===== src/rtl/core/mbe_pkg.sv =====
package mbe_pkg;

	localparam int MAX_ITER   = 64;
	localparam int MAX_SIZE   = 4096;
	localparam int SIZE_RESET = 512;
	localparam int FRAC_BITS  = 28;
	localparam int SIZE_W     = 13;
	localparam int COORD_W    = 12;
	localparam int CNT_W      = $clog2(MAX_ITER + 1);
	localparam int Q_W        = 32;
	localparam int STEP_W     = FRAC_BITS + 3;
	localparam int STEP_RESET = (2 ** (STEP_W - 1)) / SIZE_RESET;
	localparam int OFS_W      = COORD_W + 2;
	localparam int PROD_W     = STEP_W + 1 + OFS_W;
	localparam int WIDE_W     = 2 * Q_W + 1 - FRAC_BITS;
	localparam int ESC_LIM    = 2 ** (FRAC_BITS + 1);
	localparam int REG_W      = 32;
	localparam int ADDR_W     = 3;

	localparam logic [31:0] ALPHA_BASE = 32'hFF00_0000;
	localparam logic signed [2*Q_W:0] SQ_LIM = (2 * Q_W + 1)'(1) << (2 * FRAC_BITS + 2);
	localparam logic REG_IMAGE_SIZE = 1'b0;

	typedef struct packed {
		logic [COORD_W-1:0] pixel_row;
		logic [COORD_W-1:0] pixel_col;
	} pixel_t;

	typedef struct packed {
		logic [31:0]      colour_word;
		logic [CNT_W-1:0] iteration_count;
	} result_t;

	typedef struct packed {
		logic                  vld;
		logic                  esc;
		logic [CNT_W-1:0]      cnt;
		logic [CNT_W-1:0]      pass;
		logic signed [Q_W-1:0] cr;
		logic signed [Q_W-1:0] ci;
	} ring_ctl_t;

	typedef struct packed {
		ring_ctl_t             ctl;
		logic signed [Q_W-1:0] nr;
		logic signed [Q_W-1:0] ni;
	} slot_t;

endpackage


===== src/rtl/core/mbe_step_div.sv =====
module mbe_step_div (
	input  logic                       clk,
	input  logic                       arst_n,
	input  logic                       load,
	input  logic [mbe_pkg::SIZE_W-1:0] divisor,
	output logic [mbe_pkg::STEP_W-1:0] step,
	output logic                       run
);
	import mbe_pkg::*;

	localparam int IDX_W = $clog2(STEP_W);
	localparam logic [IDX_W-1:0] IDX_TOP = IDX_W'(STEP_W - 1);

	logic              run_q;
	logic [IDX_W-1:0]  idx_q;
	logic [SIZE_W-1:0] rem_q;
	logic [SIZE_W-1:0] dsr_q;
	logic [STEP_W-1:0] quo_q;
	logic [SIZE_W:0]   trial;
	logic              ge;

	assign trial = {rem_q, idx_q == IDX_TOP};
	assign ge    = trial >= {1'b0, dsr_q};

	always_ff @(posedge clk or negedge arst_n) begin
		if (!arst_n) begin
			run_q <= 1'b0;
			idx_q <= '0;
			quo_q <= STEP_W'(STEP_RESET);
		end else if (load) begin
			run_q <= divisor != '0;
			idx_q <= IDX_TOP;
			quo_q <= '0;
		end else if (run_q) begin
			quo_q <= {quo_q[STEP_W-2:0], ge};
			if (idx_q == '0) begin
				run_q <= 1'b0;
			end else begin
				idx_q <= idx_q - 1'b1;
			end
		end
	end

	always_ff @(posedge clk) begin
		if (load) begin
			dsr_q <= divisor;
			rem_q <= '0;
		end else if (run_q) begin
			rem_q <= ge ? SIZE_W'(trial - {1'b0, dsr_q}) : trial[SIZE_W-1:0];
		end
	end

	assign step = quo_q;
	assign run  = run_q;

endmodule


===== config.mk =====
export PLATFORM = sky130hd
export DESIGN_NAME = mbe_step_div
export DESIGN_NICKNAME = d
export VERILOG_FILES = /design/src/rtl/core/mbe_pkg.sv /design/src/rtl/core/mbe_step_div.sv
export SDC_FILE = /design/constraint.sdc
export NUM_CORES = 1
export LEC_CHECK = 0
export ABC_AREA = 1
export BUFFER_PORTS_ARGS = -buffer_cell sky130_fd_sc_hd__buf_2
export CAP_MARGIN = 20
export CORE_ASPECT_RATIO = 0.75
export CORE_MARGIN = 3
export CORE_UTILIZATION = 57
export CTS_CLUSTER_DIAMETER = 200
export DETAILED_ROUTE_END_ITERATION = 10
export GPL_ROUTABILITY_DRIVEN = 0
export HOLD_SLACK_MARGIN = 0.12
export PLACE_DENSITY = 0.79
export SLEW_MARGIN = 5
export SYNTH_ARGS = -nofsm -noshare
export SYNTH_HDL_FRONTEND = slang
export SYNTH_SLANG_ARGS = --single-unit

===== constraint.sdc =====
create_clock -name clk -period 3.1 [get_ports clk]
set_input_delay 0.31 -clock clk [delete_from_list [all_inputs] [get_ports clk]]
set_output_delay 0.31 -clock clk [all_outputs]
set_load 0.03 [all_outputs]

Word level (Yosys, flattened, before mapping)
Cells that the tools add are included.
Widths: inputs -> output; s select.

storage, ports and cells
  register bits = 63
  logic and storage cells = 23
  output and inout port bits = 32
  input port bits = 16

operators by class
  equality and inequality tests = 2
  reductions and logical operators = 4
  muxes and demuxes = 9
  add/sub/neg operators = 2
  $lt $le $gt $ge = 1

operator list
  cell                 number
  $mux 31              2
  $mux 5               3
  $ge 14x13->1         1
  $mux 13              1
  $reduce_bool 13->1   1
  $sub 13x13->13       1
  $eq 5x5->1 const B   1
  $logic_not 5->1      1
  $sub 5x1->5 const B  1
  $mux 1               3
  $ne 2x2->1 const B   1
  $reduce_and 2->1     1
  $reduce_bool 2->1    1

Depth between registers and ports, before layout
  depth after elaboration = 4
  depth in mapped cells = 16
  depth with buffers taken out = 16

Least setup slack after synthesis
Ideal clock, no wire load.

  kind = register to register
  start point = register idx_q[0]
  end point = register rem_q[0]
  path buffers = 1
  stages on the path, launching flop included = 17
  setup time = 0.067 ns
  period minus slack after synthesis = 2.203 ns
  required time = 3.033 ns
  arrival = 2.136 ns
  setup slack = 0.897 ns
  cell sequence = dfrtp_1 > inv_1 > ha_1 > nand4_1 > ha_1 > inv_1 > fa_1 > nand2_1 > nand2_1 > nand3_1 > nand2_1 > nand2_4 > nand3_4 > buf_12 > nand2_2 > nand3_2 > o21ai_2

on the way
  longest elaborated chain between the ends = 3
  elaborated cells on any way between the ends = 4
  classes of those cells = add/sub: 1; order compare: 1; eq/ne: 1; mux: 1

RTL lines
  element                                                line                                    source
  start, declared                                        mbe_step_div.sv:15                      logic [IDX_W-1:0] idx_q;
  start signal, assigned                                 mbe_step_div.sv:39                      idx_q <= idx_q - 1'b1;
  $eq 5x5->1 (*)                                         mbe_step_div.sv:22                      assign trial = {rem_q, idx_q == IDX_TOP};
  $sub 13x13->13 / $ge 14x13->1 (equally long branches)  mbe_step_div.sv:49, mbe_step_div.sv:23
  $mux 13 (*)                                            mbe_step_div.sv:49                      rem_q <= ge ? SIZE_W'(trial - {1'b0, dsr_q}) : trial[SIZE_W-1:0];
  end signal, assigned                                   mbe_step_div.sv:49
  end, declared                                          mbe_step_div.sv:16                      logic [SIZE_W-1:0] rem_q;

Mark *: on every way between the ends. The rest lies on a longest branch, timed or not.
A chain may end at the register's enable or synchronous reset.

Worst setup path after layout
  start point = register idx_q[0]
  end point = register rem_q[11]

The elaborated chain is that of the path after synthesis.

==> impl_metrics.ini <==
[run_status]
outcome = finished, final reports clean

[logic_synthesis]
ys.flop_type = dfrtp_1
synth_area_mm2 = 0.003447
synth_edf_count = 13
yosysUniqueCellTypes = 38
synth_seq_area_share_pct = 45.77
synth_top_area_cell = dfrtp_1
syn_inst = 416
synth_nets = 449
synthTopCellsByArea = dfrtp_1, edfxtp_1, nand2_1
ys_seq_elements = 63
yosys_warnings = 0
synth.top_cell.area_share_pct = 26.13
syn_avg_cell_area_um2 = 8.286
async_flop_share_pct = 58.73

[worst_setup_path]
ff2ff_path_depth = 16
timing.rr.start = idx_q[0]
worstSetupPathType = flip-flop to flip-flop
worstSetupEndpointType = flip-flop
worstSetupStartpointType = flip-flop
crit_required_ps = 3330
worstPathMaxFanout = 16
r2r_slack_ps = 450
cp_data_arrival_time_ps = 2880
cp-startpoint = idx_q[0]
r2r_end = rem_q[11]

[detailed_routing]
ant_nets = 0
drtPass1Iterations = 5
drtIter0Drc = 267
drcViolationCount = 0
viasPerCell = 5.270
vias = 2893
finalWirelength_um = 7847
wl_per_cell_um = 14.29

[global_routing]
grt_max_degree = 38
grt_pass1_wl_um = 13080
grt_overflow_total = 0
antenna_found_initial = 0
grt.total_usage_pct = 24.76
grt_pass1_vias = 2760

[sta]
slew_headroom_pct = 45.79
skew_ps = 7.375
setup_viol = 0
max_clock_freq_mhz = 377.8
min_period_ps = 2647
grt_setup_unrepaired = false
period_share_pct = 85.39
layout_setup_ws_ps = 453.1
hold_violations = 0
worst_pin_slew_ps = 813.2
final.setup.tns_ps = 0
slew_viol_final = 0

[clock_tree]
numCtsBuffers = 9
htreeDepth = 3
clk-insertion-delay-late_ps = 340
cts_setup_buffers = 0
cts_tree = yes
clock_sinks = 63
cts_max_path_buffers = 2
cts_root_buffer = clkbuf_8
clkTransAtPathRegs_ps = 70
cts-hold-fix-buffers = 1
cts_resized = 0

[pwr]
power.density_mw_per_mm2 = 717.3
p_leak_nw = 2.039
ir_drop_uv = 541.3

[flow_run]
drv_cap = 0

[place]
pre_cts_ws_ps = 522.5
portBuffers = 47
dp_hpwl_um = 5690

[final_layout]
fillers = 462
antenna_cells = 0
ff_latch_area_mm2 = 0.001578
drive_above_1_share_pct = 21.94
nets = 502
area_delta_synth_final_pct = 15.43
multiInputGateArea_mm2 = 0.001469

[min_path]
hold_path.class = primary input to flip-flop
hold_end = dsr_q[10]
holdPathStages = 1
worstHoldStart = divisor[10]

[floorplan]
die_x_um = 95.80
rows = 23
initial_utilization_pct = 61.74
core-area_mm2 = 0.005583
die_h_um = 73.35
dieArea_mm2 = 0.007026
pin_count = 48
-- critical path: stages (launching register included) --
cell and delay (ps):
dfrtp_1 320, inv_1 90, ha_1 210, nand4_1 120, ha_1 160, inv_1 80, fa_1 410, nand2_1 120
nand2_1 70, nand3_1 60, nand2_1 100, nand2_4 150, nand3_4 250, nand2_1 210, nand2_1 70, nand2_1 70
nand2_1 50
-- flip-flops by register name (all words and copies together), names as in the netlist --
name   cells
step      31
dsr_q     13
rem_q     13
idx_q      5
run        1
-- layer usage --
| layer | track usage (%) | vias up | share of wire, % |
|---|---|---|---|
| met5 | 0 | - | 0 |
| met4 | 8.833 | 0 | 1.6 |
| met3 | 6.858 | 11 | 7.8 |
| met2 | 37.06 | 102 | 44 |
| met1 | 34.66 | 1333 | 46 |
| li1 | - | 1447 | - |
-- logic make-up (layout without fill, tap and decap cells) --
group | count (synthesis) | count (layout) | share of synthesized area, %
buf+inv | 102 | 160 | 11.62
xor+xnor | 3 | 3 | 0.7624
compound gates | 52 | 52 | 9.692
simple gates | 179 | 179 | 25.77
flops | 63 | 63 | 45.77
fa+ha+maj | 17 | 17 | 6.388
-- cells in the mapped netlist (2+ instances only) --
master    count
nand2_4       2
o22ai_1      29
nor4_1        2
o21ai_1       5
clkbuf_1      7
o21ai_2       3
edfxtp_1     13
nand3b_1      2
dfxtp_1      13
nand3_2       9
inv_2         8
nand3_1      24
o21ai_0       4
xnor2_1       2
nor2_1       23
a21oi_1       4
inv_1        84
ha_1         16
nor2_2        4
nand4_1      13
nor3_1        3
nand2_2       7
dfrtp_1      36
nand2_1      87
a21o_1        3
-- through the flow --
| stage | area (um2) | instances | hold slack [ps] | power (mW) | util (%) |
|---|---|---|---|---|---|
| 2_1_floorplan | 3447 | 416 | 14.41 | 1.860 | - |
| 3_3_place_gp | 3747 | 532 | 436.1 | 2.036 | 67.12 |
| 3_5_place_dp | 3747 | 532 | 450.8 | 2.057 | 67.12 |
| 4_1_cts | 3979 | 549 | 143.6 | 2.852 | 71.27 |
| 5_1_grt | 3979 | 549 | 139.7 | 3.049 | 71.27 |
| 6_report | 3979 | 549 | 159.7 | 2.854 | 71.27 |
-- final cells by class --
| cell class | instances | area share (%) |
|---|---|---|
| Clock buffer | 9 | 3.113 |
| Sequential cell | 63 | 39.65 |
| Timing Repair Buffer | 51 | 6.730 |
| Tap cell | 75 | 2.358 |
| Inverter | 93 | 8.774 |
| Clock inverter | 7 | 2.453 |
| Multi-Input combinational cell | 251 | 36.92 |
-- where the power goes --
group	leakage (nW)	switching (mW)	internal, mW
registers	0.722	0.0666	0.936
logic	1.21	0.700	0.363
clock network	0.105	0.335	0.453
total	2.04	1.10	1.75
-- placed cells by master, fill, tap and decap left out, types with 2 or more instances in the layout --
cell / count
nand2_1: 87
buf_4: 3
inv_1: 84
dfxtp_1: 13
dfrtp_1: 36
nor2_2: 4
buf_2: 47
edfxtp_1: 13
o21ai_1: 5
clkinvlp_4: 2
clkinv_4: 2
inv_2: 8
nor2_1: 23
nand4_1: 13
ha_1: 16
nor4_1: 2
o21ai_0: 4
nor3_1: 3
o22ai_1: 29
xnor2_1: 2
o21ai_2: 3
clkbuf_8: 9
bufinv_16: 2
nand3b_1: 2
nand3_2: 9
a21oi_1: 4
nand2_2: 7
nand3_1: 24
nand2_4: 2
a21o_1: 3
-- how the worst max path moves through the flow --
stage,to
2_1_floorplan,rem_q[0]
3_3_place_gp,rem_q[9]
3_5_place_dp,rem_q[9]
4_1_cts,rem_q[11]
5_1_grt,rem_q[9]
6_report,rem_q[11]
Note: power is estimated with default switching activity, not from simulation.
